`src/rtl/sph_pkg.sv`:
```
`timescale 1ns / 1ps

package sph_pkg;

    typedef struct packed {
        logic [31:0] a;
        logic [31:0] b;
        logic [31:0] c;
        logic [31:0] d;
        logic [31:0] e;
        logic [31:0] f;
        logic [31:0] g;
        logic [31:0] h;
    } hash_state_t;

    // Sliding window of sixteen schedule words, word 0 is used this round.
    typedef logic [15:0][31:0] sched_t;

    typedef struct packed {
        logic [26:0] pin;
        logic [27:0] bin;
        logic [31:0] bcd;
    } bcd_item_t;

    localparam int unsigned NUM_ROUNDS = 64;
    localparam int unsigned MAC_BYTES  = 6;
    localparam int unsigned BCD_STAGES = 7;

    localparam logic [1:0] REG_SALT_FIRST  = 2'd0;
    localparam logic [1:0] REG_SALT_LAST   = 2'd1;
    localparam logic [1:0] REG_SALT_LENGTH = 2'd2;

    localparam logic [26:0] PIN_MODULUS = 27'd100000000;
    // floor(2^58 / 100000000); quotient estimate is low by at most one
    localparam logic [31:0] PIN_RECIP  = 32'd2882303761;
    localparam int unsigned RECIP_SHIFT = 58;

    localparam hash_state_t INIT_H = '{
        a: 32'h6a09e667, b: 32'hbb67ae85, c: 32'h3c6ef372, d: 32'ha54ff53a,
        e: 32'h510e527f, f: 32'h9b05688c, g: 32'h1f83d9ab, h: 32'h5be0cd19
    };

    localparam logic [31:0] ROUND_K [64] = '{
        32'h428a2f98, 32'h71374491, 32'hb5c0fbcf, 32'he9b5dba5,
        32'h3956c25b, 32'h59f111f1, 32'h923f82a4, 32'hab1c5ed5,
        32'hd807aa98, 32'h12835b01, 32'h243185be, 32'h550c7dc3,
        32'h72be5d74, 32'h80deb1fe, 32'h9bdc06a7, 32'hc19bf174,
        32'he49b69c1, 32'hefbe4786, 32'h0fc19dc6, 32'h240ca1cc,
        32'h2de92c6f, 32'h4a7484aa, 32'h5cb0a9dc, 32'h76f988da,
        32'h983e5152, 32'ha831c66d, 32'hb00327c8, 32'hbf597fc7,
        32'hc6e00bf3, 32'hd5a79147, 32'h06ca6351, 32'h14292967,
        32'h27b70a85, 32'h2e1b2138, 32'h4d2c6dfc, 32'h53380d13,
        32'h650a7354, 32'h766a0abb, 32'h81c2c92e, 32'h92722c85,
        32'ha2bfe8a1, 32'ha81a664b, 32'hc24b8b70, 32'hc76c51a3,
        32'hd192e819, 32'hd6990624, 32'hf40e3585, 32'h106aa070,
        32'h19a4c116, 32'h1e376c08, 32'h2748774c, 32'h34b0bcb5,
        32'h391c0cb3, 32'h4ed8aa4a, 32'h5b9cca4f, 32'h682e6ff3,
        32'h748f82ee, 32'h78a5636f, 32'h84c87814, 32'h8cc70208,
        32'h90befffa, 32'ha4506ceb, 32'hbef9a3f7, 32'hc67178f2
    };

    function automatic logic [31:0] big_sigma0(input logic [31:0] x);
        return {x[1:0], x[31:2]} ^ {x[12:0], x[31:13]} ^ {x[21:0], x[31:22]};
    endfunction

    function automatic logic [31:0] big_sigma1(input logic [31:0] x);
        return {x[5:0], x[31:6]} ^ {x[10:0], x[31:11]} ^ {x[24:0], x[31:25]};
    endfunction

    function automatic logic [31:0] small_sigma0(input logic [31:0] x);
        return {x[6:0], x[31:7]} ^ {x[17:0], x[31:18]} ^ {3'b000, x[31:3]};
    endfunction

    function automatic logic [31:0] small_sigma1(input logic [31:0] x);
        return {x[16:0], x[31:17]} ^ {x[18:0], x[31:19]} ^ {10'b0, x[31:10]};
    endfunction

endpackage

```
`src/rtl/sph_round.sv`:
```
`timescale 1ns / 1ps

module sph_round #(
    parameter int unsigned ROUND_IDX = 0
) (
    input  logic                 clk,
    input  logic                 rst_n,
    input  logic                 in_valid,
    input  sph_pkg::hash_state_t in_state,
    input  sph_pkg::sched_t      in_sched,
    output logic                 out_valid,
    output sph_pkg::hash_state_t out_state,
    output sph_pkg::sched_t      out_sched
);

    localparam logic [31:0] RoundK = sph_pkg::ROUND_K[ROUND_IDX[5:0]];

    logic                 valid_reg;
    sph_pkg::hash_state_t state_reg;
    sph_pkg::hash_state_t state_next;
    sph_pkg::sched_t      sched_reg;
    sph_pkg::sched_t      sched_next;

    logic [31:0] t1;
    logic [31:0] t2;

    always_comb
    begin
        t1 = in_state.h + sph_pkg::big_sigma1(in_state.e)
           + ((in_state.e & in_state.f) ^ (~in_state.e & in_state.g))
           + RoundK + in_sched[0];
        t2 = sph_pkg::big_sigma0(in_state.a)
           + ((in_state.a & in_state.b) ^ (in_state.a & in_state.c)
              ^ (in_state.b & in_state.c));
        state_next.a = t1 + t2;
        state_next.b = in_state.a;
        state_next.c = in_state.b;
        state_next.d = in_state.c;
        state_next.e = in_state.d + t1;
        state_next.f = in_state.e;
        state_next.g = in_state.f;
        state_next.h = in_state.g;
        // advance the schedule window by one word
        for (int i = 0; i < 15; i++)
        begin
            sched_next[i] = in_sched[i + 1];
        end
        sched_next[15] = sph_pkg::small_sigma1(in_sched[14]) + in_sched[9]
                       + sph_pkg::small_sigma0(in_sched[1]) + in_sched[0];
    end

    always_ff @(posedge clk or negedge rst_n)
    begin
        if (!rst_n)
        begin
            valid_reg <= 1'b0;
        end
        else
        begin
            valid_reg <= in_valid;
        end
    end

    always_ff @(posedge clk)
    begin
        state_reg <= state_next;
        sched_reg <= sched_next;
    end

    assign out_valid = valid_reg;
    assign out_state = state_reg;
    assign out_sched = sched_reg;

endmodule

```
`config.mk`:
```
export PLATFORM = sky130hd
export DESIGN_NAME = sph_round
export DESIGN_NICKNAME = d
export VERILOG_FILES = /design/src/rtl/sph_pkg.sv /design/src/rtl/sph_round.sv
export SDC_FILE = /design/constraint.sdc
export NUM_CORES = 1
export LEC_CHECK = 0
export ABC_CLOCK_PERIOD_IN_PS = 800
export BUFFER_PORTS_ARGS = -buffer_cell sky130_fd_sc_hd__buf_4
export CAP_MARGIN = 20
export CORE_AREA = 2 2 603 605
export CTS_CLUSTER_DIAMETER = 100
export CTS_CLUSTER_SIZE = 40
export DETAILED_ROUTE_END_ITERATION = 7
export DIE_AREA = 0 0 605 607
export GPL_TIMING_DRIVEN = 0
export PLACE_DENSITY = 0.31
export SLEW_MARGIN = 20
export SYNTH_ARGS = -nofsm -noshare
export SYNTH_HDL_FRONTEND = slang
export SYNTH_SLANG_ARGS = --single-unit
```
`constraint.sdc`:
```
create_clock -name clk -period 0.8 [get_ports clk]
set_clock_uncertainty 0.1 [all_clocks]
set_input_delay 0.04 -clock clk [delete_from_list [all_inputs] [get_ports clk]]
set_output_delay 0.04 -clock clk [all_outputs]
set_load 0.01 [all_outputs]
```
==> flow_summary.yaml <==
pwr:
  pwr_per_cell_area_nw_per_um2: 4260
  peakVddDrop_v: 0.00323
  leakagePower_nw: 29.3
  design_power_total_w: 0.288
finish:
  net_total_in_the_final_layout: 6531
  syn2layout_area_growth_pct: 135
  post_route_cells_drive_above_1_share: 0.404
synth:
  syn-num-nets: 3473
  synth_sequential_area_ratio: 0.537
  synth-edff-count: 0
  synth.ff_latch_count: 769
  postSynth.topFlopCell: "sky130_fd_sc_hd__dfxtp_1"
  synthArstFlopShare: 0.00130
  syn_inst: 2393
  ys_top_cells_by_area: "sky130_fd_sc_hd__dfxtp_1 54%, sky130_fd_sc_hd__fa_1 11%, sky130_fd_sc_hd__xnor2_1 7.3%"
  yosys_warnings: 0
  synth_cell_type_count: 65
  postSynthAreaPerCell_um2: 12.0
  synth_largest_area_cell: "sky130_fd_sc_hd__dfxtp_1"
  synth_top_cells_by_count: "768 x sky130_fd_sc_hd__dfxtp_1, 339 x sky130_fd_sc_hd__inv_1, 238 x sky130_fd_sc_hd__xnor2_1, 157 x sky130_fd_sc_hd__fa_1, 152 x sky130_fd_sc_hd__ha_1"
  synthMostInstantiatedCell: "sky130_fd_sc_hd__dfxtp_1"
  yosysTopAreaCellShare: 0.536
  synth_area_um2: 28700
grt:
  overflow: 0
  first_global_vias: 32200
  grt_max_degree: 38
  grt_pass1_wl_um: 368000
  grtUsageTotal: 0.159
  antenna_found_initial: 220
setup_path:
  timing.critical_path.max_delay_family: "adder cells"
  path_common_cell: "sky130_fd_sc_hd__fa_2"
  slowest_stage: "sky130_fd_sc_hd__fa_2"
  critical_path_required_ns: 1.40
  critical_path_buf_inv_count: 5
  critical_path.endpoint_type: "flop"
  startpoint_type: "input port"
  timing.critical_path.arrival_ns: 6.46
  worst-path-max-fanout: 5
  criticalPathCategory: "in2reg"
  cpPeakStageDelay_ns: 0.59
routing:
  drt_pass1_iterations: 5
  detail_route.drc_violations: 0
  wl_met2_um: 157000
  wl_per_cell_um: 29.3
  drt_wl_total_um: 304000
  wl_met3_um: 27200
  detailroute.via_count: 30500
  max_used_layer: "met5"
  drt_first_iter_violations: 1224
  vias_per_cell: 2.94
  antenna_left: 0
  routedLengthMet1_um: 105000
run_status:
  failed_checks: "negative hold slack, negative setup slack"
  outcome: "finished, violations left"
worst_hold_path:
  hp-class: "in2reg"
clock_network:
  cts.reportedPaths.clkPinSlew_ns: 0.08
  clkSinkCount: 769
  clock_path_buffers: 4
  clockRootBuffer: "sky130_fd_sc_hd__clkbuf_16"
  htree_num_levels: 3
  tritoncts: "yes"
  cts-buffers-inserted: 89
timing:
  setup_ws_ns: -5.06
  final.hold.worst_slack_ns: -0.635
  relSlewSlack: 0.352
  worst_slew_pin_slew_ns: 0.961
  timing.setup.tns_ns: -820.03
  fin_crit_sh: 7.33
  setup_viol_count_final: 895
  layout_min_cycle_time_ns: 5.86
  grt_setup_unrepaired: "true"
  fmaxAchievable_mhz: 171
  report.final.hold_viol_count: 37
  final_max_slew_viol_count: 0
floorplanning:
  floorplan.initialDensity: 0.0795
  die_height_um: 607
  overall_die_width_um: 605
  floorplan.die_area_um2: 367000
  placeableCoreArea_um2: 361000
  design.portCount: 1540
  rows: 221
job:
  max-cap-violations: 0
placed_design:
  portBuffers: 1539
  gp_routability_congestion: 0.821
  dpl.hpwl_um: 261000
sequential cells by signal, summed over array words and instances, names as in the netlist:
signal and flops:
out_state 256, out_sched 512, out_valid 1
layout by cell type (no fill, tap or decap), types with 39 or more instances in the layout:
master,instances
sky130_fd_sc_hd__nand2_1,50
sky130_fd_sc_hd__inv_1,312
sky130_fd_sc_hd__buf_4,1562
sky130_fd_sc_hd__a21oi_1,39
sky130_fd_sc_hd__o21ai_0,48
sky130_fd_sc_hd__clkbuf_16,89
sky130_fd_sc_hd__fa_1,145
sky130_fd_sc_hd__dfxtp_1,745
sky130_fd_sc_hd__a21o_1,73
sky130_fd_sc_hd__buf_6,51
sky130_fd_sc_hd__diode_2,59
sky130_fd_sc_hd__dlygate4sd3_1,1319
sky130_fd_sc_hd__ha_4,43
sky130_fd_sc_hd__ha_1,98
sky130_fd_sc_hd__xor2_1,98
sky130_fd_sc_hd__xnor2_1,177
sky130_fd_sc_hd__a21oi_2,45
per-stage QoR:
stage	setup WS, ns	hold slack, ns	cell area [µm²]	instances	util
2_1_floorplan	-4.93	-0.356	29300	2393	-
3_3_place_gp	-6.98	-0.283	46900	8726	0.130
3_5_place_dp	-7.04	-0.284	46900	8727	0.130
4_1_cts	-4.95	-0.747	65600	10300	0.182
5_1_grt	-5.25	-0.689	67500	10400	0.187
6_report	-5.06	-0.635	67600	10400	0.187
power by group:
group | switching (W) | internal (W)
clock | 0.0252 | 0.0239
combinational | 0.104 | 0.0894
sequential | 0.00152 | 0.0442
kinds of logic after synthesis:
group | Yosys count | synth area share
AO/OA/AOI/OAI | 364 | 0.0821
XOR/XNOR | 368 | 0.113
adder cells (fa/ha/maj) | 311 | 0.176
buffers and inverters | 349 | 0.0457
flip-flops | 769 | 0.537
multiplexers | 35 | 0.0133
AND/OR/NAND/NOR | 197 | 0.0332
layer usage:
metal / GRT usage / vias up
li1: - / 13900
met1: 0.161 / 14900
met2: 0.291 / 1232
met3: 0.0582 / 504
met4: 0.0654 / 24
met5: 0 / -
repair_timing:
| item | CTS | global route |
|---|---|---|
| setup buffers | 47 | 58 |
| resized for setup | 262 | 277 |
| hold buffers | 1324 | 4 |
| endpoints found under the hold margin | 718 | 42 |
| endpoints found under the setup margin | 864 | 873 |
| pin swaps | 88 | 118 |
final timing paths:
| path | startpoint | end | slack, ns | depth (start not counted) |
|---|---|---|---|---|
| min in group asynchronous | rst_n | out_valid | 0.48 | 4 |
| worst max-delay path | in_state[123] | out_state[255] | -5.06 | 29 |
| worst min-delay path | in_state[128] | out_state[96] | -0.64 | 2 |
| max in group asynchronous | rst_n | out_valid | 0.01 | 4 |
final cells by class:
cell class	count	area, µm²
Sequential cell	769	15500
Timing Repair Buffer	2970	26200
Inverter	339	1280
Tap cell	4794	6000
Fill cell	39800	293000
Multi-Input combinational cell	1275	15000
Clock buffer	92	2250
Antenna cell	59	148
Clock inverter	69	1230
Buffer	7	32.5
Power figures use the tool's default switching activity.
