### config.mk
export PLATFORM = sky130hd
export DESIGN_NAME = sph_reduce
export DESIGN_NICKNAME = d
export VERILOG_FILES = /design/src/rtl/sph_pkg.sv /design/src/rtl/sph_reduce.sv
export SDC_FILE = /design/constraint.sdc
export NUM_CORES = 1
export LEC_CHECK = 0
export BUFFER_PORTS_ARGS = -buffer_cell sky130_fd_sc_hd__buf_2
export CORE_ASPECT_RATIO = 0.6
export CORE_MARGIN = 3
export CORE_UTILIZATION = 40
export CTS_CLUSTER_SIZE = 24
export DETAILED_ROUTE_END_ITERATION = 6
export PLACE_DENSITY = 0.6
export SLEW_MARGIN = 20
export SYNTH_ARGS = -nofsm -noshare
export SYNTH_HDL_FRONTEND = slang
export SYNTH_SLANG_ARGS = --single-unit
### constraint.sdc
create_clock -name clk -period 6.7 [get_ports clk]
set_input_delay 2.01 -clock clk [delete_from_list [all_inputs] [get_ports clk]]
set_output_delay 2.01 -clock clk [all_outputs]
set_load 0.02 [all_outputs]
### src/rtl/sph_pkg.sv
`timescale 1ns / 1ps

package sph_pkg;

    typedef struct packed {
        logic [31:0] a;
        logic [31:0] b;
        logic [31:0] c;
        logic [31:0] d;
        logic [31:0] e;
        logic [31:0] f;
        logic [31:0] g;
        logic [31:0] h;
    } hash_state_t;

    // Sliding window of sixteen schedule words, word 0 is used this round.
    typedef logic [15:0][31:0] sched_t;

    typedef struct packed {
        logic [26:0] pin;
        logic [27:0] bin;
        logic [31:0] bcd;
    } bcd_item_t;

    localparam int unsigned NUM_ROUNDS = 64;
    localparam int unsigned MAC_BYTES  = 6;
    localparam int unsigned BCD_STAGES = 7;

    localparam logic [1:0] REG_SALT_FIRST  = 2'd0;
    localparam logic [1:0] REG_SALT_LAST   = 2'd1;
    localparam logic [1:0] REG_SALT_LENGTH = 2'd2;

    localparam logic [26:0] PIN_MODULUS = 27'd100000000;
    // floor(2^58 / 100000000); quotient estimate is low by at most one
    localparam logic [31:0] PIN_RECIP  = 32'd2882303761;
    localparam int unsigned RECIP_SHIFT = 58;

    localparam hash_state_t INIT_H = '{
        a: 32'h6a09e667, b: 32'hbb67ae85, c: 32'h3c6ef372, d: 32'ha54ff53a,
        e: 32'h510e527f, f: 32'h9b05688c, g: 32'h1f83d9ab, h: 32'h5be0cd19
    };

    localparam logic [31:0] ROUND_K [64] = '{
        32'h428a2f98, 32'h71374491, 32'hb5c0fbcf, 32'he9b5dba5,
        32'h3956c25b, 32'h59f111f1, 32'h923f82a4, 32'hab1c5ed5,
        32'hd807aa98, 32'h12835b01, 32'h243185be, 32'h550c7dc3,
        32'h72be5d74, 32'h80deb1fe, 32'h9bdc06a7, 32'hc19bf174,
        32'he49b69c1, 32'hefbe4786, 32'h0fc19dc6, 32'h240ca1cc,
        32'h2de92c6f, 32'h4a7484aa, 32'h5cb0a9dc, 32'h76f988da,
        32'h983e5152, 32'ha831c66d, 32'hb00327c8, 32'hbf597fc7,
        32'hc6e00bf3, 32'hd5a79147, 32'h06ca6351, 32'h14292967,
        32'h27b70a85, 32'h2e1b2138, 32'h4d2c6dfc, 32'h53380d13,
        32'h650a7354, 32'h766a0abb, 32'h81c2c92e, 32'h92722c85,
        32'ha2bfe8a1, 32'ha81a664b, 32'hc24b8b70, 32'hc76c51a3,
        32'hd192e819, 32'hd6990624, 32'hf40e3585, 32'h106aa070,
        32'h19a4c116, 32'h1e376c08, 32'h2748774c, 32'h34b0bcb5,
        32'h391c0cb3, 32'h4ed8aa4a, 32'h5b9cca4f, 32'h682e6ff3,
        32'h748f82ee, 32'h78a5636f, 32'h84c87814, 32'h8cc70208,
        32'h90befffa, 32'ha4506ceb, 32'hbef9a3f7, 32'hc67178f2
    };

    function automatic logic [31:0] big_sigma0(input logic [31:0] x);
        return {x[1:0], x[31:2]} ^ {x[12:0], x[31:13]} ^ {x[21:0], x[31:22]};
    endfunction

    function automatic logic [31:0] big_sigma1(input logic [31:0] x);
        return {x[5:0], x[31:6]} ^ {x[10:0], x[31:11]} ^ {x[24:0], x[31:25]};
    endfunction

    function automatic logic [31:0] small_sigma0(input logic [31:0] x);
        return {x[6:0], x[31:7]} ^ {x[17:0], x[31:18]} ^ {3'b000, x[31:3]};
    endfunction

    function automatic logic [31:0] small_sigma1(input logic [31:0] x);
        return {x[16:0], x[31:17]} ^ {x[18:0], x[31:19]} ^ {10'b0, x[31:10]};
    endfunction

endpackage

### src/rtl/sph_reduce.sv
`timescale 1ns / 1ps

module sph_reduce (
    input  logic        clk,
    input  logic        rst_n,
    input  logic        in_valid,
    input  logic [31:0] in_a,
    output logic        out_valid,
    output logic [26:0] out_pin
);

    logic [3:0]  valid_reg;
    logic [31:0] sum_reg;
    logic [31:0] sum2_reg;
    logic [63:0] prod_reg;
    logic [63:0] prod_next;
    logic [27:0] rem_reg;
    logic [27:0] rem_next;
    logic [26:0] pin_reg;
    logic [26:0] pin_next;
    logic [5:0]  quot;
    logic [32:0] qm;
    logic [32:0] diff;

    always_comb
    begin
        prod_next = 64'(sum_reg) * 64'(sph_pkg::PIN_RECIP);
        quot      = prod_reg[sph_pkg::RECIP_SHIFT +: 6];
        qm        = 33'(quot) * 33'(sph_pkg::PIN_MODULUS);
        diff      = {1'b0, sum2_reg} - qm;
        rem_next  = diff[27:0];
        // the estimate is low by at most one modulus
        if (rem_reg >= 28'(sph_pkg::PIN_MODULUS))
        begin
            pin_next = 27'(rem_reg - 28'(sph_pkg::PIN_MODULUS));
        end
        else
        begin
            pin_next = rem_reg[26:0];
        end
    end

    always_ff @(posedge clk or negedge rst_n)
    begin
        if (!rst_n)
        begin
            valid_reg <= '0;
        end
        else
        begin
            valid_reg <= {valid_reg[2:0], in_valid};
        end
    end

    always_ff @(posedge clk)
    begin
        sum_reg  <= sph_pkg::INIT_H.a + in_a;
        sum2_reg <= sum_reg;
        prod_reg <= prod_next;
        rem_reg  <= rem_next;
        pin_reg  <= pin_next;
    end

    assign out_valid = valid_reg[3];
    assign out_pin   = pin_reg;

endmodule

==> results of run 1 <==
-- path summary, 6_finish.rpt --
kind                                     start                     end  slack (ns)  cells past startpoint
setup reg to reg           sum_reg[22]$_DFF_P_    prod_reg[61]$_DFF_P_        0.03                     22
setup / recovery           sum_reg[22]$_DFF_P_    prod_reg[61]$_DFF_P_        0.03                     22
hold / removal             prod_reg[2]$_DFF_P_      rem_reg[2]$_DFF_P_        0.33                      0
max in group asynchronous                rst_n  valid_reg[2]$_DFF_PN0_        5.22                      1
min in group asynchronous                rst_n  valid_reg[0]$_DFF_PN0_        1.37                      1
hold reg to reg            prod_reg[2]$_DFF_P_      rem_reg[2]$_DFF_P_        0.33                      0
-- synth_stat cells (all sizes together) (5+ instances only) --
library cell / n
nand2: 47
dfxtp: 121
nor3: 22
nand4: 12
a21oi: 38
xor2: 26
ha: 466
o21a: 5
o21ai: 32
a31oi: 11
inv: 698
xnor2: 58
nand2b: 12
fa: 411
nor2b: 9
o211ai: 5
o21bai: 5
a21o: 16
nor2: 45
and3: 12
a211oi: 8
nand3: 22
-- metrics by stage --
stage               TNS (ns)  hold slack [ns]  worst slack, ns  cell area (µm²)    util
floorplan                  0           0.3096           0.2172            22040       -
global placement      -1.743           0.3138          -0.3817            24520  0.4582
detailed placement    -1.976           0.3136          -0.4074            24520  0.4582
CTS                        0           0.3278         0.003375            25290  0.4725
global route         -0.8173           0.3297          -0.2191            25600  0.4783
finish                     0           0.3261          0.03155            25600  0.4783
-- critical path, stage by stage, from the launching register on --
cell and delay [ns]:
dfxtp_2 0.33, buf_4 0.15, fa_1 0.51, fa_1 0.51, inv_2 0.04, fa_2 0.35
fa_1 0.52, inv_1 0.06, fa_2 0.56, fa_2 0.49, fa_2 0.61, inv_2 0.05
fa_1 0.56, inv_2 0.05, ha_4 0.23, a211oi_2 0.22, o21ai_1 0.10, a221oi_2 0.36
o221ai_4 0.21, nand3_2 0.17, nand4b_1 0.13, a21o_1 0.21, xor2_1 0.14
-- cell families (layout without fill, tap and decap cells) --
group                    count (synthesis)  after routing  synth area share
flip-flops                             125            125            0.1145
multiplexers                             1              1         0.0005110
buffers and inverters                  699            957            0.1191
AND/OR/NAND/NOR                        201            201           0.04537
XOR/XNOR                                84             84           0.03339
other                                    0              1                 0
AO/OA/AOI/OAI                          155            155           0.04923
adder cells (fa/ha/maj)                877            877            0.6380
-- layout make-up --
| cell class | count | area (µm²) | area share |
|---|---|---|---|
| clock inverters | 12 | 101.3 | 0.003959 |
| well taps | 703 | 879.6 | 0.03436 |
| repair buffers | 227 | 1757 | 0.06862 |
| clock buffers | 20 | 456.7 | 0.01784 |
| inverters | 698 | 2620 | 0.1024 |
| diodes | 1 | 2.502 | 0.00009776 |
| multi-input cells | 1318 | 17230 | 0.6729 |
| flip-flops and latches | 125 | 2556 | 0.09986 |
-- timing repair --
action                                  CTS  global route
pin swaps                                46            51
endpoints found under the setup margin    6             6
endpoints found under the hold margin     0             0
setup buffers                             5             8
gates resized for setup                  44            61
cloned                                    0             0
-- metal layers --
| layer | global-route usage | vias to the layer above | share of wire |
|---|---|---|---|
| li1 | - | 7098 | - |
| met1 | 0.3538 | 7558 | 0.50 |
| met2 | 0.2860 | 465 | 0.36 |
| met3 | 0.1198 | 32 | 0.13 |
| met4 | 0.02793 | 2 | 0.0095 |
| met5 | 0 | - | 0.00030 |
==> metrics.csv, run 1 <==
stage,metric,value,unit
sta,min_period_over_period,0.9953,
sta,max_freq,150.0,MHz
sta,rsz0062_at_grt,true,
clock_tree,cts_tree,done,
sta,period_minus_slack,6.668,ns
detailed_routing,wire_per_inst,20.62,µm
finish,fill_cells,4978,
floorplanning,design.die.area,58040,µm²
clock_tree,root_buffer,clkbuf_16,
synth,synth_cell_types,56,
detailed_routing,via_count,15160,
detailed_routing,via_per_inst,4.882,
grt,grt_max_degree,17,
floorplanning,fp.coreArea,53510,µm²
sta,finalHoldViolations,0,
finish,final_cell_mix,"inv_1 (689), ha_1 (453), fa_1 (391), buf_4 (142), dfxtp_1 (108)",
synth,netlist.area_leader.share,0.3734,
synth,synth_ff_type,dfxtp_1,
synth,synth_nets,3054,
grt,grt_overflow,0,
status,status,finished clean,
critical_path,cp_max_fo,3,
critical_path,critical_path_class,reg2reg,
clock_tree,clkTransAtPathRegs,0.06,ns
critical_path,cp.arrival,6.99,ns
synth,synth_edf_count,0,
clock_tree,hold_buffers,0,
placed_design,port_buffers,62,
clock_tree,numCtsBuffers,17,
synth,synthTopCellsByArea,"fa_1 (37%), ha_1 (26%), inv_1 (12%)",
detailed_routing,ant_nets,0,
sta,maxSlewHeadroom,0.3272,
critical_path,cp.required,7.02,ns
synth,synth_top_cell_by_area,fa_1,
finish,largest_reg_flops,32,
grt,grt.total_usage,0.2301,
synth,yosysWarnings,0,
finish,final_common_cell,inv_1,
detailed_routing,dr.pass1.iters,5,
clock_tree,clock_latency,0.45,ns
synth,synth_area,22040,µm²
min_path,hold_path.class,reg2reg,
synth,synthCells,2142,
detailed_routing,dr.first_iter.drc_count,1077,
clock_tree,h-tree-depth,4,
critical_path,startpoint_type,register,
synth,seq_area_frac_synth,0.1145,
run,drv_cap,0,
finish,final_layout_size_suffix_gt1_frac,0.1438,
floorplanning,start_util,0.4118,
detailed_routing,drc_errors,0,
sta,fin_skew,0.03269,ns
detailed_routing,detail_route.wirelength,64.01,mm
critical_path,endpoint_kind,register,
finish,area_growth,16.17,%
clock_tree,clock_sinks,125,
sta,setup_viol,0,
clock_tree,clock_path_buffers,2,
grt,first_global_vias,16410,
floorplanning,pin_count,63,
placed_design,dp_hpwl,58.19,mm
synth,ys_ff_latch,125,
synth,synthArstFlopShare,0.03200,
grt,antenna_found_initial,2,
grt,grt_pass1_wl,98.70,mm
floorplanning,die_w,309.0,µm
finish,nNetsFinal,3299,
floorplanning,die_h,187.8,µm
synth,avgSynthCellArea,10.29,µm²
placed_design,place.gp.congestion,0.9889,
sta,final_max_slew_viol_count,0,
placed_design,dp.cells,3059,
floorplanning,rows,65,
sta,worstMarginPinSlew,1.002,ns
finish,finalNonFillerCells,3104,
Power of run 1 is left out: the tool's default activity adds up to more than one toggle a clock period on the data nets, which glitch-free logic cannot reach.
==> run 2: changes to the inputs <==
MAX_ROUTING_LAYER = met4   (was default)
==> run 2 against run 1 <==
Effect of this change: the flow now finishes with violations (setup timing); non-clock buffer count up 17; flip-flop and latch count unchanged; utilization grew 0.27 points; final area is 0.57% higher; maximum frequency shrank 0.57%; critical path type unchanged; critical endpoint is now prod_reg[63]$_DFF_P_; largest cell class unchanged.
==> metrics.csv, run 2 (synthesis gave the netlist of run 1 again) <==
stage,metric,value,unit
status,status,"complete, but fails checks",
status,violations,setup timing,
sta,worstMarginPinSlew,1.068,ns
grt,grt.total_usage,0.2446,
critical_path,cpMaxStageDelayCell,fa_2,
min_path,hold_path.class,reg2reg,
sta,final_max_slew_viol_count,0,
sta,fin_skew,0.03491,ns
detailed_routing,wire_per_inst,21.08,µm
sta,max_freq,149.1,MHz
placed_design,dp.cells,3075,
detailed_routing,dr.pass1.iters,7,
clock_tree,h-tree-depth,4,
sta,fin_ws,-0.006666,ns
floorplanning,design.die.area,58040,µm²
finish,seq_area,2552,µm²
run,drv_cap,0,
grt,grt_pass1_wl,102.4,mm
finish,multi_input_comb_area,17250,µm²
sta,tns,-0.006666,ns
sta,maxSlewHeadroom,0.2832,
finish,largest_reg_flops,32,
critical_path,cp.arrival,7.04,ns
clock_tree,clkTransAtPathRegs,0.08,ns
finish,final_common_cell,inv_1,
finish,final_cell_mix,"inv_1 (686), ha_1 (454), fa_1 (391), buf_4 (165), dfxtp_1 (107)",
sta,rsz0062_at_grt,true,
clock_tree,cts_tree,done,
grt,first_global_vias,16640,
floorplanning,fp.coreArea,53510,µm²
detailed_routing,drc_errors,0,
sta,finalHoldViolations,0,
clock_tree,clock_latency,0.46,ns
placed_design,port_buffers,62,
placed_design,dp_hpwl,59.73,mm
clock_tree,hold_buffers,0,
sta,min_period_over_period,1.001,
critical_path,cp.required,7.03,ns
critical_path,cp_max_fo,6,
critical_path,path_cells,buf_4 > ha_1 > inv_1 > fa_1 > fa_1 > fa_1 > inv_1 > fa_2 > fa_2 > fa_2 > inv_2 > fa_1 > inv_1 > ha_4 > nand4_1 > nor2_4 > nand4_1 > nor3_2 > buf_4 > nand3_4 > nand4_1 > a31oi_1 > xnor2_1,
floorplanning,start_util,0.4118,
detailed_routing,via_count,15410,
placed_design,place.gp.congestion,1.023,
detailed_routing,via_per_inst,4.938,
finish,diodes,0,
critical_path,critical-path-top-delay-family,adder cells,
sta,setup_viol,1,
critical_path,endpoint_kind,register,
floorplanning,rows,65,
clock_tree,clock_sinks,125,
finish,final_layout_size_suffix_gt1_frac,0.1539,
clock_tree,root_buffer,clkbuf_16,
detailed_routing,detail_route.wirelength,65.79,mm
clock_tree,numCtsBuffers,17,
critical_path,critPathMostFrequentCell,fa_1,
detailed_routing,ant_nets,0,
floorplanning,die_w,309.0,µm
grt,antenna_found_initial,0,
finish,fill_cells,4963,
floorplanning,die_h,187.8,µm
finish,area_growth,16.83,%
critical_path,critPathMaxStageDelay,0.62,ns
sta,period_minus_slack,6.707,ns
grt,grt_max_degree,17,
finish,nNetsFinal,3316,
floorplanning,pin_count,63,
finish,finalNonFillerCells,3120,
critical_path,critPathBufInv,6,
critical_path,startpoint_type,register,
detailed_routing,dr.first_iter.drc_count,1087,
clock_tree,clock_path_buffers,2,
grt,grt_overflow,0,
critical_path,critical_path_class,reg2reg,
run 2: changes by cell type in the layout (fill, tap and decap cells not counted), moves of 3 or more:
cell	change
inv_2	+3
buf_4	+23
inv_1	-3
buf_6	-4
dfxtp_2	+3
run 2: cell type report:
cell class | count | area share
Tap cell | 703 | 0.03417
Inverter | 698 | 0.1018
Clock inverter | 15 | 0.006755
Sequential cell | 125 | 0.09914
Clock buffer | 17 | 0.01652
Multi-Input combinational cell | 1318 | 0.6700
Timing Repair Buffer | 244 | 0.07164
run 2: repair_timing:
| item | 4_1_cts | 5_1_grt |
|---|---|---|
| resized for setup | 46 | 63 |
| pin swaps | 51 | 85 |
| endpoints found under the setup margin | 6 | 6 |
| buffers inserted | 3 | 12 |
| gates cloned | 0 | 0 |
run 2: routing by layer:
metal / vias to the layer above / wire length (µm) / share of wire / track usage
met3: 42 / 8250 / 0.13 / 0.09833
met2: 540 / 23790 / 0.36 / 0.3002
met4: 0 / 452 / 0.0069 / 0.02501
met1: 7700 / 33300 / 0.51 / 0.3782
li1: 7123 / - / - / -
met5: - / 0 / 0 / -
run 2: metrics by stage:
stage               area [µm²]  hold slack [ns]    util  setup WS, ns
global placement         24620           0.3133  0.4600       -0.3712
floorplan                22040           0.3096       -        0.2172
global route             25740           0.3316  0.4811       -0.1966
detailed placement       24620           0.3121  0.4600       -0.3545
finish                   25740           0.3228  0.4811     -0.006666
CTS                      25390           0.3266  0.4744      0.002718
run 2: final timing paths:
kind | depth (start not counted) | to | from | slack (ns)
hold / removal | 0 | rem_reg[1]$_DFF_P_ | prod_reg[1]$_DFF_P_ | 0.32
setup / recovery | 23 | prod_reg[63]$_DFF_P_ | sum_reg[19]$_DFF_P_ | -0.007
setup reg to reg | 23 | prod_reg[63]$_DFF_P_ | sum_reg[19]$_DFF_P_ | -0.007
max in group asynchronous | 1 | valid_reg[1]$_DFF_PN0_ | rst_n | 5.21
min in group asynchronous | 1 | valid_reg[3]$_DFF_PN0_ | rst_n | 1.37
hold reg to reg | 0 | rem_reg[1]$_DFF_P_ | prod_reg[1]$_DFF_P_ | 0.32
Power of run 2 is left out for the same reason.
==> run 3: changes to the inputs <==
MAX_ROUTING_LAYER = default   (was met4)
SETUP_SLACK_MARGIN = 0.1   (was default)
==> run 3 against run 2 <==
Effect of this change: critical endpoint unchanged; the run now ends clean; global-route usage decreased by 1.4 points; wire length is 2.6% lower; non-clock buffer count fell by 13.
==> metrics.csv, run 3 (synthesis gave the netlist of run 1 again) <==
stage,metric,value,unit
grt,grt_pass1_wl,99.03,mm
detailed_routing,via_per_inst,4.881,
floorplanning,die_h,187.8,µm
placed_design,place.gp.congestion,0.9889,
finish,largest_reg_flops,32,
critical_path,critPathBufInv,6,
grt,grt_max_degree,17,
finish,multi_input_comb_area,17250,µm²
critical_path,cp.required,7.06,ns
critical_path,worstRegToRegCells,23,
sta,worstMarginPinSlew,1.004,ns
clock_tree,numCtsBuffers,17,
run,drv_cap,0,
detailed_routing,via_count,15170,
critical_path,critical-path-top-delay-family,adder cells,
clock_tree,h-tree-depth,4,
detailed_routing,ant_nets,0,
detailed_routing,drc_errors,0,
critical_path,startpoint_type,register,
detailed_routing,dr.first_iter.drc_count,1065,
status,status,finished clean,
sta,min_period_over_period,0.9856,
grt,first_global_vias,16420,
min_path,min_path_cells,0,
critical_path,cp_max_fo,6,
clock_tree,clkTransAtPathRegs,0.09,ns
finish,design_area,25660,µm²
clock_tree,clock_latency,0.45,ns
grt,grt.total_usage,0.2306,
placed_design,dpl_cell_area,24520,µm²
critical_path,cp.arrival,6.96,ns
detailed_routing,dr.pass1.iters,5,
critical_path,critical_path_class,reg2reg,
critical_path,cp.depth,23,
sta,finalHoldViolations,0,
finish,final_cell_mix,"inv_1 (683), ha_1 (450), fa_1 (392), buf_4 (145), dfxtp_1 (104)",
critical_path,endpoint_kind,register,
clock_tree,root_buffer,clkbuf_16,
clock_tree,cts_tree,done,
critical_path,cpMaxStageDelayCell,fa_2,
floorplanning,design.die.area,58040,µm²
floorplanning,start_util,0.4118,
critical_path,r2r_slack,0.1,ns
critical_path,critPathMaxStageDelay,0.60,ns
placed_design,dp_hpwl,58.19,mm
finish,final_common_cell,inv_1,
clock_tree,clock_path_buffers,2,
sta,rsz0062_at_grt,true,
min_path,hold_path.class,reg2reg,
floorplanning,pin_count,63,
floorplanning,rows,65,
sta,final_max_slew_viol_count,0,
floorplanning,die_w,309.0,µm
finish,final_layout_size_suffix_gt1_frac,0.1498,
sta,setup_viol,0,
critical_path,path_cells,buf_12 > buf_8 > ha_4 > inv_2 > fa_1 > fa_1 > fa_1 > inv_1 > fa_2 > fa_2 > fa_2 > inv_2 > fa_1 > inv_2 > ha_4 > a211oi_2 > o21ai_1 > a221oi_2 > o221ai_4 > nand3_2 > nand4_1 > a31oi_1 > xnor2_1,
detailed_routing,detail_route.wirelength,64.10,mm
finish,area_growth,16.45,%
sta,max_freq,151.4,MHz
sta,maxSlewHeadroom,0.3261,
placed_design,port_buffers,62,
finish,nNetsFinal,3303,
sta,period_minus_slack,6.604,ns
finish,seq_area,2559,µm²
grt,antenna_found_initial,2,
sta,fin_skew,0.03211,ns
clock_tree,clock_sinks,125,
clock_tree,hold_buffers,0,
finish,fill_cells,4993,
detailed_routing,wire_per_inst,20.62,µm
critical_path,critPathMostFrequentCell,fa_1,
floorplanning,fp.coreArea,53510,µm²
grt,grt_overflow,0,
==> run 3: what timing repair did <==
| action | CTS | global route |
|---|---|---|
| resized for setup | 73 | 45 |
| setup endpoints to repair | 6 | 6 |
| setup buffers | 14 | 2 |
| pin swaps | 90 | 68 |
==> run 3: final timing paths <==
check,start,endpoint
worst max-delay path,sum_reg[20]$_DFF_P_,prod_reg[63]$_DFF_P_
worst min-delay path,prod_reg[2]$_DFF_P_,rem_reg[2]$_DFF_P_
worst max register to register,sum_reg[20]$_DFF_P_,prod_reg[63]$_DFF_P_
worst min register to register,prod_reg[2]$_DFF_P_,rem_reg[2]$_DFF_P_
max in group asynchronous,rst_n,valid_reg[2]$_DFF_PN0_
min in group asynchronous,rst_n,valid_reg[0]$_DFF_PN0_
==> run 3: cell type report <==
class                      instances  share of cell area
sequential                       125             0.09971
antenna                            1          0.00009751
clock inverter                    12            0.003949
clock buffer                      20             0.01780
inverter                         698              0.1021
tap                              703             0.03428
multi-input combinational       1318              0.6720
timing repair buffer             231             0.07006
==> run 3: through the flow <==
stage	util	hold slack, ns	setup WS, ns	TNS [ns]	cells
floorplan	-	0.3096	0.2172	0	2142
detailed placement	0.4582	0.3136	-0.4074	-1.976	3059
global route	0.4795	0.3297	-0.1307	-0.4568	3107
global placement	0.4582	0.3138	-0.3817	-1.743	3059
CTS	0.4760	0.3278	0.09397	0	3105
finish	0.4795	0.3261	0.09631	0	3108
==> run 3: per-layer routing <==
layer	GRT usage	wire [µm]
met5	0	19
met4	0.02903	587
met3	0.1157	8503
met2	0.2878	23190
met1	0.3558	31800
Power of run 3 is left out for the same reason.
