[src/rtl/sph_pkg.sv]
`timescale 1ns / 1ps

package sph_pkg;

    typedef struct packed {
        logic [31:0] a;
        logic [31:0] b;
        logic [31:0] c;
        logic [31:0] d;
        logic [31:0] e;
        logic [31:0] f;
        logic [31:0] g;
        logic [31:0] h;
    } hash_state_t;

    // Sliding window of sixteen schedule words, word 0 is used this round.
    typedef logic [15:0][31:0] sched_t;

    typedef struct packed {
        logic [26:0] pin;
        logic [27:0] bin;
        logic [31:0] bcd;
    } bcd_item_t;

    localparam int unsigned NUM_ROUNDS = 64;
    localparam int unsigned MAC_BYTES  = 6;
    localparam int unsigned BCD_STAGES = 7;

    localparam logic [1:0] REG_SALT_FIRST  = 2'd0;
    localparam logic [1:0] REG_SALT_LAST   = 2'd1;
    localparam logic [1:0] REG_SALT_LENGTH = 2'd2;

    localparam logic [26:0] PIN_MODULUS = 27'd100000000;
    // floor(2^58 / 100000000); quotient estimate is low by at most one
    localparam logic [31:0] PIN_RECIP  = 32'd2882303761;
    localparam int unsigned RECIP_SHIFT = 58;

    localparam hash_state_t INIT_H = '{
        a: 32'h6a09e667, b: 32'hbb67ae85, c: 32'h3c6ef372, d: 32'ha54ff53a,
        e: 32'h510e527f, f: 32'h9b05688c, g: 32'h1f83d9ab, h: 32'h5be0cd19
    };

    localparam logic [31:0] ROUND_K [64] = '{
        32'h428a2f98, 32'h71374491, 32'hb5c0fbcf, 32'he9b5dba5,
        32'h3956c25b, 32'h59f111f1, 32'h923f82a4, 32'hab1c5ed5,
        32'hd807aa98, 32'h12835b01, 32'h243185be, 32'h550c7dc3,
        32'h72be5d74, 32'h80deb1fe, 32'h9bdc06a7, 32'hc19bf174,
        32'he49b69c1, 32'hefbe4786, 32'h0fc19dc6, 32'h240ca1cc,
        32'h2de92c6f, 32'h4a7484aa, 32'h5cb0a9dc, 32'h76f988da,
        32'h983e5152, 32'ha831c66d, 32'hb00327c8, 32'hbf597fc7,
        32'hc6e00bf3, 32'hd5a79147, 32'h06ca6351, 32'h14292967,
        32'h27b70a85, 32'h2e1b2138, 32'h4d2c6dfc, 32'h53380d13,
        32'h650a7354, 32'h766a0abb, 32'h81c2c92e, 32'h92722c85,
        32'ha2bfe8a1, 32'ha81a664b, 32'hc24b8b70, 32'hc76c51a3,
        32'hd192e819, 32'hd6990624, 32'hf40e3585, 32'h106aa070,
        32'h19a4c116, 32'h1e376c08, 32'h2748774c, 32'h34b0bcb5,
        32'h391c0cb3, 32'h4ed8aa4a, 32'h5b9cca4f, 32'h682e6ff3,
        32'h748f82ee, 32'h78a5636f, 32'h84c87814, 32'h8cc70208,
        32'h90befffa, 32'ha4506ceb, 32'hbef9a3f7, 32'hc67178f2
    };

    function automatic logic [31:0] big_sigma0(input logic [31:0] x);
        return {x[1:0], x[31:2]} ^ {x[12:0], x[31:13]} ^ {x[21:0], x[31:22]};
    endfunction

    function automatic logic [31:0] big_sigma1(input logic [31:0] x);
        return {x[5:0], x[31:6]} ^ {x[10:0], x[31:11]} ^ {x[24:0], x[31:25]};
    endfunction

    function automatic logic [31:0] small_sigma0(input logic [31:0] x);
        return {x[6:0], x[31:7]} ^ {x[17:0], x[31:18]} ^ {3'b000, x[31:3]};
    endfunction

    function automatic logic [31:0] small_sigma1(input logic [31:0] x);
        return {x[16:0], x[31:17]} ^ {x[18:0], x[31:19]} ^ {10'b0, x[31:10]};
    endfunction

endpackage

[src/rtl/sph_bcd_stage.sv]
`timescale 1ns / 1ps

module sph_bcd_stage (
    input  logic               clk,
    input  logic               rst_n,
    input  logic               in_valid,
    input  sph_pkg::bcd_item_t in_item,
    output logic               out_valid,
    output sph_pkg::bcd_item_t out_item
);

    logic               valid_reg;
    sph_pkg::bcd_item_t item_reg;
    sph_pkg::bcd_item_t item_next;

    // four shift-and-add-3 steps per stage
    always_comb
    begin
        item_next = in_item;
        for (int s = 0; s < 4; s++)
        begin
            for (int d = 0; d < 8; d++)
            begin
                if (item_next.bcd[4*d +: 4] >= 4'd5)
                begin
                    item_next.bcd[4*d +: 4] = item_next.bcd[4*d +: 4] + 4'd3;
                end
            end
            item_next.bcd = {item_next.bcd[30:0], item_next.bin[27]};
            item_next.bin = {item_next.bin[26:0], 1'b0};
        end
    end

    always_ff @(posedge clk or negedge rst_n)
    begin
        if (!rst_n)
        begin
            valid_reg <= 1'b0;
        end
        else
        begin
            valid_reg <= in_valid;
        end
    end

    always_ff @(posedge clk)
    begin
        item_reg <= item_next;
    end

    assign out_valid = valid_reg;
    assign out_item  = item_reg;

endmodule

[config.mk]
export PLATFORM = sky130hd
export DESIGN_NAME = sph_bcd_stage
export DESIGN_NICKNAME = d
export VERILOG_FILES = /design/src/rtl/sph_pkg.sv /design/src/rtl/sph_bcd_stage.sv
export SDC_FILE = /design/constraint.sdc
export NUM_CORES = 1
export LEC_CHECK = 0
export ABC_AREA = 0
export BUFFER_PORTS_ARGS = -buffer_cell sky130_fd_sc_hd__buf_2
export CORE_ASPECT_RATIO = 0.8
export CORE_MARGIN = 5
export CORE_UTILIZATION = 53
export DETAILED_ROUTE_END_ITERATION = 16
export PLACE_DENSITY = 0.82
export SLEW_MARGIN = 5
export SYNTH_ARGS = -nofsm -noshare
export SYNTH_HDL_FRONTEND = slang
export SYNTH_SLANG_ARGS = --single-unit
export TNS_END_PERCENT = 1
[constraint.sdc]
create_clock -name clk -period 0.8 [get_ports clk]
set_input_delay 0.16 -clock clk [delete_from_list [all_inputs] [get_ports clk]]
set_output_delay 0.16 -clock clk [all_outputs]
set_load 0.01 [all_outputs]
==> results of run 1 <==
==> synth_stat cells (5+ instances only) <==
cell type / instances / share of area
dfxtp_1: 83 / 0.27
nand2_1: 79 / 0.049
a21oi_1: 58 / 0.048
o21ai_0: 56 / 0.046
nor2_1: 52 / 0.032
inv_1: 35 / 0.022
ha_1: 26 / 0.054
nand2b_1: 26 / 0.027
clkbuf_1: 23 / 0.014
nor3_1: 22 / 0.018
nand3_1: 20 / 0.017
mux2i_1: 17 / 0.028
a211oi_1: 15 / 0.019
a31oi_1: 14 / 0.014
buf_2: 12 / 0.0099
o21a_1: 11 / 0.014
o22ai_1: 11 / 0.011
buf_4: 10 / 0.012
o211ai_1: 10 / 0.012
and2_1: 9 / 0.0093
xnor2_1: 9 / 0.013
mux2_2: 8 / 0.015
or3_1: 8 / 0.0083
o21ai_1: 7 / 0.0058
a211o_1: 6 / 0.0087
nor2b_1: 6 / 0.0062
a21o_1: 5 / 0.0062
a221oi_1: 5 / 0.0072
a2bb2oi_1: 5 / 0.0072
and3_1: 5 / 0.0052
maj3_1: 5 / 0.0083
o31ai_1: 5 / 0.0062
or2_2: 5 / 0.0052
==> per-stage QoR <==
stage          setup TNS (ns)  instances  cell area (um^2)  setup slack [ns]
2_1_floorplan          -58.68        780              6315            -2.107
3_3_place_gp           -61.56       1273              8778            -2.207
3_5_place_dp           -64.67       1273              8778            -2.390
4_1_cts                -61.64       1357             10030            -1.810
==> logic make-up after synthesis <==
family | after synthesis
AO/OA/AOI/OAI | 281
XOR/XNOR | 13
adder cells (fa/ha/maj) | 31
buffers and inverters | 83
flip-flops | 84
multiplexers | 26
other | 1
AND/OR/NAND/NOR | 258
==> repair_timing <==
action                                 4_1_cts
setup endpoints to repair                  115
endpoints found under the hold margin       54
setup buffers                               14
pin swaps                                   20
resized for setup                           80
hold buffers                                54
==> impl_metrics.csv, run 1 <==
group,metric,value,unit
yosys,synth-main-ff-cell,"dfxtp_1",
cts,clock_path_buffers,2,
yosys,synth.avg_cell_area,7.784,um^2
yosys,netlist_area,0.006048,mm^2
floorplanning,die_x,129.4,um
run_status,stop_stage,"global routing",
cts,h-tree-depth,3,
grt,grt_max_degree,19,
yosys,muxShareOfSynthArea,0.04530,
yosys,synth_seq_cells,84,
timing,crit_endpoint,"out_item[12]$_DFF_P_/D",
run_status,status,"stopped before the end",
place,detailed_place_hpwl,15120,um
yosys,synth.distinct_cells,89,
place,io_buffers,173,
place,place_congestion,0.9022,
cts,cts_num_sinks,84,
yosys,synth-compound-area-share,0.3256,
yosys,ys_warn_count,0,
yosys,syn_inst,777,
yosys,yosys.area_share.simple,0.2073,
yosys,synth_fa_ha_area_frac,0.06206,
floorplanning,die_h,105.6,um
yosys,async_reset_ff_frac,0.01190,
yosys,seq_area_frac_synth,0.2789,
yosys,synth_top_family_by_area,"compound AO/OA/AOI/OAI gates",
cts,cts_buffers,9,
cts,cts_root_buffer,"clkbuf_16",
floorplanning,num_rows,34,
floorplanning,io_pins,178,
timing,worst_path_end_type,"register input",
run_status,error_line,"[ERROR DPL-0038] Utilization greater than 100%, impossible to legalize",
yosys,synth_xor_area_frac,0.02007,
floorplanning,start_util,0.5489,
yosys,synth_edf_count,0,
==> run 2: changes to the inputs <==
--- a/config.mk
+++ b/config.mk
@@ -7,11 +7,10 @@
 export LEC_CHECK = 0
 export ABC_AREA = 0
 export BUFFER_PORTS_ARGS = -buffer_cell sky130_fd_sc_hd__buf_2
-export CORE_ASPECT_RATIO = 0.8
 export CORE_MARGIN = 5
-export CORE_UTILIZATION = 53
+export CORE_UTILIZATION = 38
 export DETAILED_ROUTE_END_ITERATION = 16
-export PLACE_DENSITY = 0.82
+export PLACE_DENSITY_LB_ADDON = 0.15
 export SLEW_MARGIN = 5
 export SYNTH_ARGS = -nofsm -noshare
 export SYNTH_HDL_FRONTEND = slang
==> run 2 against run 1 <==
  * The flow now finishes, with violations (setup timing)
  * Synthesized area unchanged
  * Synthesized cell count is the same
==> impl_metrics.csv, run 2 <==
group,metric,value,unit
cts,clk_pin_slew_worst_paths,0.06,ns
grt,grt_pass1_wl,29950,um
yosys,synth_common_cells,"83 x dfxtp_1, 79 x nand2_1, 58 x a21oi_1, 56 x o21ai_0, 52 x nor2_1",
yosys,seq_area_frac_synth,0.2789,
yosys,synth.most_common_cell,"dfxtp_1",
cts,cts_num_sinks,84,
yosys,synth-compound-area-share,0.3256,
final_layout,largest_reg_flops,83,
cts,h-tree-depth,3,
drt,firstDrtPassIters,5,
critical_path,max_stage_delay,0.54,ns
drt,drt-met1-wl,8115,um
critical_path,critPathBufInv,2,
final_layout,regArea,0.001722,mm^2
power_and_ir_drop,ir_drop,0.001485,V
timing,min_period,2.663,ns
critical_path,cp.arrival,2.94,ns
final_layout,layout-drive-gt1-share,0.4890,
yosys,synth_fa_ha_area_frac,0.06206,
timing,final_max_slew_viol_count,0,
yosys,async_reset_ff_frac,0.01190,
grt,grt_max_degree,15,
yosys,synthTopCellsByArea,"dfxtp_1 27%, ha_1 5.4%, nand2_1 4.9%",
cts,cts_buffers,9,
timing,hold_viol,0,
floorplanning,core,0.01577,mm^2
critical_path,crit_fanout,5,
grt,overflow,0,
yosys,muxShareOfSynthArea,0.04530,
final_layout,final_cell_mix,"251 x buf_4, 141 x buf_2, 75 x nand2_1",
yosys,synth_top_area_share,0.2747,
timing,max_clock_freq,375.4,MHz
power_and_ir_drop,leakage,0.004788,uW
final_layout,fill_cells,1349,
final_layout,multi_input_area,0.004552,mm^2
drt,drt_iter0_markers,230,
critical_path,crit_type,"in2reg",
timing,finalSetupViolations,115,
yosys,syn_inst,777,
timing,setup_ws,-1.863,ns
final_layout,final_common_cell,"buf_4",
floorplanning,die_h,136.2,um
run_status,violations,"setup timing",
drt,drt_wl_total,18880,um
critical_path,crit_required,1.08,ns
critical_path,cp-start-kind,"primary input",
yosys,yosysTopAreaCell,"dfxtp_1",
yosys,synth.avg_cell_area,7.784,um^2
yosys,ys_warn_count,0,
power_and_ir_drop,power_density,1946,mW/mm^2
final_layout,fin_nets,1340,
flow_run,drv_cap,0,
drt,wl_met2,9779,um
yosys,netlist_area,0.006048,mm^2
final_layout,syn_to_final_growth,73.69,%
drt,wl_per_cell,13.07,um
drt,met3_length,767,um
drt,ant_nets,0,
timing,relSlewSlack,0.6562,
yosys,synth_edf_count,0,
critical_path,path_cells,"buf_2, ha_4, nand2b_4, a21oi_4, mux2_4, or2_4, a31oi_4, inv_2, ha_4, a221o_1, or4_4, a41oi_2, a41o_1",
place,io_buffers,173,
place,detailed_place_hpwl,13530,um
place,place_ws,-2.248,ns
critical_path,path_delay_family,"compound AO/OA/AOI/OAI gates",
place,place_congestion,0.8379,
critical_path,cp.depth,13,
floorplanning,die_x,136.2,um
cts,cts_tree,"yes",
yosys,synth_xor_area_frac,0.02007,
floorplanning,dieArea,0.01854,mm^2
timing,min_period_over_period,3.329,
yosys,synth.distinct_cells,89,
grt,grt_usage,0.1900,
grt,antenna_found_initial,0,
hold_path,hold_path.class,"in2async",
critical_path,cp_slowest_cell,"or4_4",
run_status,status,"finished with violations",
critical_path,startpoint,"in_item[12]",
drt,drc,0,
grt,grt_pass1_vias,6759,
floorplanning,num_rows,46,
power_and_ir_drop,power,20440,uW
timing,rsz0062_at_grt,"true",
yosys,synth-main-ff-cell,"dfxtp_1",
timing,tightest_slew,0.5158,ns
critical_path,crit_path_end_kind,"register",
cts,clock_path_buffers,2,
drt,highest_layer,"met4",
final_layout,insertedDiodeCount,0,
yosys,yosys.area_share.simple,0.2073,
timing,setup_tns,-60.68,ns
cts,cts_root_buffer,"clkbuf_16",
drt,viasPerCell,5.059,
drt,vias,7310,
yosys,synth_top_family_by_area,"compound AO/OA/AOI/OAI gates",
yosys,synth_seq_cells,84,
floorplanning,start_util,0.3835,
critical_path,crit_top_cell,"ha_4",
floorplanning,io_pins,178,
==> run 2: metal layers <==
layer | vias up | global-route usage
met5 | - | 0
met1 | 3403 | 0.2488
met4 | 0 | 0.04199
met2 | 138 | 0.3277
met3 | 20 | 0.03220
li1 | 3749 | -
==> run 2: final cells by class <==
type                    count  share of cell area
clock buffers              11             0.02406
well taps                 216             0.02573
flip-flops and latches     84              0.1639
repair buffers            478              0.3323
inverters                  38             0.01525
multi-input cells         613              0.4333
clock inverters             5            0.005479
==> run 2: final timing paths <==
kind	endpoint
min	out_valid
max	out_item[14]
max in group asynchronous	out_valid
min in group clk	out_item[3]
==> run 2: metrics by stage <==
step / hold slack, ns / cell area, um^2 / utilization / cells
after detailed placement: -0.06431 / 9049 / 0.5738 / 1369
final: 0.1368 / 10510 / 0.6661 / 1445
after global placement: -0.06562 / 9049 / 0.5738 / 1369
after global routing: 0.1416 / 10510 / 0.6661 / 1445
after CTS: 0.1093 / 10090 / 0.6396 / 1440
after floorplan: -0.1356 / 6315 / - / 780
==> run 2: cell families after synthesis <==
kind of cell / after synthesis
adders and majority gates: 31
muxes: 26
buffers and inverters: 83
xor gates and xnor gates: 13
other: 1
DFF: 84
and+or+nand+nor: 258
AOI/OAI and AO/OA: 281
==> run 2: power by group <==
part,switching (uW),internal [uW],total [uW]
Combinational,5140,5660,10800
Sequential,261,5040,5300
Clock,1750,2600,4350
Total,7150,13300,20400
==> run 2: repair_timing <==
action	4_1_cts	5_1_grt
hold endpoints to repair	54	0
hold buffers	54	0
pin swaps	15	29
gates resized for setup	50	98
endpoints found under the setup margin	115	115
buffers inserted	1	5
Note: power is estimated with default switching activity, not from simulation.
==> run 3: changes to the inputs <==
--- a/config.mk
+++ b/config.mk
@@ -6,10 +6,10 @@
 export NUM_CORES = 1
 export LEC_CHECK = 0
 export ABC_AREA = 0
-export BUFFER_PORTS_ARGS = -buffer_cell sky130_fd_sc_hd__buf_2
 export CORE_MARGIN = 5
 export CORE_UTILIZATION = 38
 export DETAILED_ROUTE_END_ITERATION = 16
+export DONT_BUFFER_PORTS = 1
 export PLACE_DENSITY_LB_ADDON = 0.15
 export SLEW_MARGIN = 5
 export SYNTH_ARGS = -nofsm -noshare
==> run 3 against run 2 <==
  * The run still ends with setup timing left
  * Sequential share of layout area rose by 2.8 points
  * Hold slack got worse by 0.11 ns
  * Power fell by 6.2%
  * Combinational power fell by 17%
  * Global-route usage is 0.058 points lower
  * Count of clock-buffer cells in the layout is 2 lower
  * Clock power decreased by 3%
  * Critical path depth up 3
  * Core utilization decreased by 7.4 points
  * Worst setup slack better by 0.14 ns
  * Sequential cell count unchanged
  * Fmax up 5.7%
  * Largest cell class unchanged
  * Largest power group unchanged
==> impl_metrics.csv, run 3 (synthesized netlist as in run 2, its figures left out) <==
group,metric,value,unit
run_status,status,"finished with violations",
run_status,violations,"setup timing",
critical_path,path_cells,"clkinvlp_4, ha_4, nand2b_4, a21oi_4, mux2i_2, o21ai_1, xnor2_1, inv_1, ha_2, inv_2, a21oi_2, o31ai_2, ha_2, nand2b_4, a31oi_4, mux2i_1",
cts,cts_root_buffer,"clkbuf_16",
critical_path,cp.arrival,2.78,ns
place,place_ws,-2.145,ns
critical_path,crit_path_end_kind,"register",
final_layout,final_area,0.009333,mm^2
final_layout,fill_cells,1418,
floorplanning,num_rows,46,
grt,grt_pass1_vias,6487,
drt,viasPerCell,5.393,
critical_path,critPathBufInv,3,
drt,vias,6704,
final_layout,final_util,0.5918,
power_and_ir_drop,power_density,2055,mW/mm^2
drt,wl_per_cell,14.98,um
cts,cts_tree,"yes",
final_layout,final_common_cell,"buf_4",
final_layout,final_cell_mix,"218 x buf_4, 81 x dfxtp_2, 76 x nand2_1",
timing,hold_viol,0,
cts,h-tree-depth,3,
place,detailed_place_hpwl,13640,um
critical_path,max_stage_delay,0.28,ns
grt,grt_usage,0.1894,
timing,max_clock_freq,396.9,MHz
grt,antenna_found_initial,0,
critical_path,cp-start-kind,"primary input",
timing,rsz0062_at_grt,"true",
drt,drc,0,
timing,min_period,2.519,ns
floorplanning,start_util,0.3835,
grt,grt_max_degree,22,
floorplanning,core,0.01577,mm^2
timing,setup_ws,-1.719,ns
timing,tightest_slew,0.6709,ns
floorplanning,die_h,136.2,um
power_and_ir_drop,leakage,0.003880,uW
floorplanning,dieArea,0.01854,mm^2
drt,firstDrtPassIters,5,
floorplanning,io_pins,178,
cts,cts_buffers,9,
cts,clock_path_buffers,2,
final_layout,fin_nets,1138,
critical_path,crit_fanout,3,
critical_path,path_delay_family,"compound AO/OA/AOI/OAI gates",
timing,min_period_over_period,3.149,
critical_path,crit_type,"in2reg",
grt,overflow,0,
hold_path,hold_path.class,"in2async",
final_layout,largest_reg_flops,83,
cts,clk_pin_slew_worst_paths,0.07,ns
power_and_ir_drop,ir_drop,0.001109,V
flow_run,drv_cap,0,
cts,cts_num_sinks,84,
final_layout,layout-drive-gt1-share,0.4401,
place,io_buffers,0,
timing,finalSetupViolations,115,
floorplanning,die_x,136.2,um
grt,grt_pass1_wl,29550,um
drt,ant_nets,0,
timing,relSlewSlack,0.5480,
final_layout,insertedDiodeCount,0,
timing,final_max_slew_viol_count,0,
critical_path,cp_slowest_cell,"o31ai_2",
place,place_congestion,0.8592,
drt,drt_wl_total,18620,um
final_layout,syn_to_final_growth,54.30,%
place,placed_cell_area,0.007875,mm^2
drt,drt_iter0_markers,313,
critical_path,crit_required,1.07,ns
## run 3: what timing repair did
action | in CTS | in global routing
endpoints found under the hold margin | 57 | 0
setup buffers | 9 | 8
cloned | 0 | 0
resized for setup | 131 | 40
endpoints found under the setup margin | 115 | 115
hold buffers | 55 | 0
pin swaps | 24 | 22
## run 3: how the worst max path moves through the flow
stage / cells past startpoint / startpoint / to / slack [ns]
after floorplan: 13 / in_item[5] / out_item[14] / -2.11
after global placement: 14 / in_item[13] / out_item[17] / -2.10
after detailed placement: 14 / in_item[13] / out_item[17] / -2.15
after CTS: 15 / in_item[1] / out_item[7] / -1.66
after global routing: 16 / in_item[25] / out_item[30] / -1.84
final: 16 / in_item[25] / out_item[30] / -1.72
## run 3: routing by layer
layer,part of all wire,GRT usage,up-vias
met5,0,0,-
met4,0.013,0.05151,0
met3,0.051,0.04441,17
met2,0.52,0.3385,147
met1,0.41,0.2267,3176
li1,-,-,3364
## run 3: stage by stage
stage               TNS (ns)  hold slack (ns)  power, uW  cells
floorplan             -58.68          -0.1356      10790    780
global placement      -57.77          -0.1356      13560   1155
detailed placement    -60.07          -0.1356      13760   1155
CTS                   -50.68          0.01022      18830   1235
global route          -56.68          0.01577      20420   1243
finish                -50.28          0.02356      19180   1243
## run 3: layout make-up
| type | count | area (um^2) | area share |
|---|---|---|---|
| clock inverters | 7 | 73.82 | 0.007910 |
| clock buffers | 9 | 225.2 | 0.02413 |
| multi-input cells | 613 | 4587 | 0.4915 |
| repair buffers | 276 | 2221 | 0.2380 |
| flip-flops and latches | 84 | 1792 | 0.1920 |
| inverters | 38 | 163.9 | 0.01756 |
| well taps | 216 | 270.3 | 0.02896 |
## run 3: power by group
part	leakage [uW]	total [uW]	switching [uW]	internal, uW
sequential	0.000715	5950	769	5180
clock	0.000146	4230	1790	2440
combinational	0.00302	9000	4320	4680
==> run 4: changes to the inputs <==
--- a/config.mk
+++ b/config.mk
@@ -11,6 +11,7 @@
 export DETAILED_ROUTE_END_ITERATION = 16
 export DONT_BUFFER_PORTS = 1
 export PLACE_DENSITY_LB_ADDON = 0.15
+export REMOVE_ABC_BUFFERS = 1
 export SLEW_MARGIN = 5
 export SYNTH_ARGS = -nofsm -noshare
 export SYNTH_HDL_FRONTEND = slang
==> run 4 against run 3 <==
  * First-iteration DRC count is 14% higher
  * Largest cell class unchanged
  * Core utilization is 0.97 points lower
  * Wire length is 4.2% higher
  * Via count is 0.40% higher
  * The run still ends with setup timing left
  * Critical endpoint is now out_item[14]
==> impl_metrics.csv, run 4 (synthesized netlist as in run 2, its figures left out) <==
group,metric,value,unit
run_status,status,"finished with violations",
run_status,violations,"setup timing",
critical_path,crit_fanout,8,
timing,min_period,2.639,ns
grt,antenna_found_initial,0,
critical_path,crit_type,"in2reg",
floorplanning,start_util,0.3835,
critical_path,cp.arrival,2.93,ns
final_layout,syn_to_final_growth,51.78,%
timing,rsz0062_at_grt,"true",
final_layout,final_area,0.009180,mm^2
cts,clock_path_buffers,2,
final_layout,final_cell_mix,"215 x buf_4, 77 x nand2_1, 73 x dfxtp_2",
place,io_buffers,0,
floorplanning,num_rows,46,
timing,hold_viol,0,
power_and_ir_drop,ir_drop,0.001029,V
critical_path,crit_path_end_kind,"register",
power_and_ir_drop,swShare,0.3613,
drt,wl_per_cell,15.60,um
place,place_congestion,0.8669,
drt,vias,6731,
drt,ant_nets,0,
grt,grt_pass1_wl,30920,um
timing,setup_ws,-1.839,ns
grt,grt_usage,0.1995,
place,placed_cells,1163,
floorplanning,io_pins,178,
timing,relSlewSlack,0.5824,
power_and_ir_drop,p_comb_frac,0.460,
power_and_ir_drop,p_int,12210,uW
grt,grt_max_degree,22,
power_and_ir_drop,clkPwrFrac,0.225,
place,detailed_place_hpwl,13880,um
floorplanning,die_h,136.2,um
drt,viasPerCell,5.415,
drt,firstDrtPassIters,4,
final_layout,final_common_cell,"buf_4",
final_layout,insertedDiodeCount,0,
cts,cts_tree,"yes",
power_and_ir_drop,leakage,0.003870,uW
timing,tightest_slew,0.6199,ns
drt,drt_iter0_markers,357,
floorplanning,die_x,136.2,um
place,placed_cell_area,0.007712,mm^2
floorplanning,dieArea,0.01854,mm^2
cts,cts_num_sinks,84,
power_and_ir_drop,p_sw,6903,uW
place,place_ws,-2.392,ns
hold_path,hold_path.class,"in2async",
timing,hold_ws,0.03137,ns
timing,finalSetupViolations,115,
drt,drc,0,
final_layout,largest_reg_flops,83,
timing,final_max_slew_viol_count,0,
drt,drt_wl_total,19390,um
grt,grt_pass1_vias,6640,
power_and_ir_drop,power_density,2081,mW/mm^2
critical_path,crit_required,1.09,ns
grt,overflow,0,
timing,max_clock_freq,379.0,MHz
cts,h-tree-depth,3,
cts,clk_pin_slew_worst_paths,0.08,ns
timing,min_period_over_period,3.299,
cts,cts_buffers,9,
floorplanning,core,0.01577,mm^2
final_layout,fin_nets,1138,
final_layout,instances_no_fill,1243,
critical_path,cp-start-kind,"primary input",
cts,cts_root_buffer,"clkbuf_16",
final_layout,layout-drive-gt1-share,0.4226,
power_and_ir_drop,p_seq_frac,0.315,
flow_run,drv_cap,0,
## run 4: cell count changes in the layout (fill, tap and decap cells not counted), sizes merged
cell / change
clkinvlp: +1
clkbuf: +1
clkinv: -2
buf: -1
a221o: +1
## run 4: per-layer routing
layer	vias up	share of wire	track usage
met4	0	0.018	0.05935
li1	3366	-	-
met1	3191	0.40	0.2311
met3	18	0.047	0.04959
met5	-	0	0
met2	156	0.53	0.3610
## run 4: what timing repair did
action	CTS	global route
setup endpoints to repair	115	115
gates resized for setup	140	59
endpoints found under the hold margin	57	0
setup buffers	4	4
cloned	1	0
hold buffers	55	0
pin swaps	17	22
## run 4: how the worst max path moves through the flow
stage	from	end	slack [ns]	depth (start not counted)
2_1_floorplan	in_item[21]	out_item[22]	-2.74	14
3_3_place_gp	in_item[13]	out_item[14]	-2.30	13
3_5_place_dp	in_item[13]	out_item[14]	-2.39	13
4_1_cts	in_item[13]	out_item[14]	-1.80	13
5_1_grt	in_item[5]	out_item[7]	-1.99	16
6_report	in_item[5]	out_item[14]	-1.84	12
## run 4: layout make-up
type	instances	area (um^2)
fill	1425	6590
multi-input combinational	614	4418
sequential	84	1815
clock inverter	6	71.32
clock buffer	10	229.0
timing repair buffer	275	2230
tap	216	270.3
inverter	38	146.4
## run 4: per-stage QoR
step / util / TNS, ns / total power [uW]
after floorplan: - / -64.78 / 10300
after global placement: 0.4891 / -60.55 / 13460
after detailed placement: 0.4891 / -62.38 / 13670
after CTS: 0.5653 / -53.03 / 18810
after global routing: 0.5821 / -59.72 / 20380
final: 0.5821 / -52.28 / 19110
## run 4: worst max-delay path, cell delays in order
cell,delay (ns)
clkinvlp_4,0.09
ha_4,0.19
and2b_2,0.22
or3_1,0.39
o211ai_1,0.14
nand3_1,0.14
nor2b_2,0.19
ha_1,0.19
a221o_2,0.45
or4_4,0.51
a41oi_2,0.15
a41o_1,0.11
## run 4: power groups by stage
stage	Sequential [uW]	Combinational [uW]	Clock (uW)
after CTS	6060	8330	4420
after detailed placement	5930	7740	0
after global routing	6100	9720	4570
final	6020	8800	4290
after floorplan	5690	4600	0
after global placement	5940	7520	0
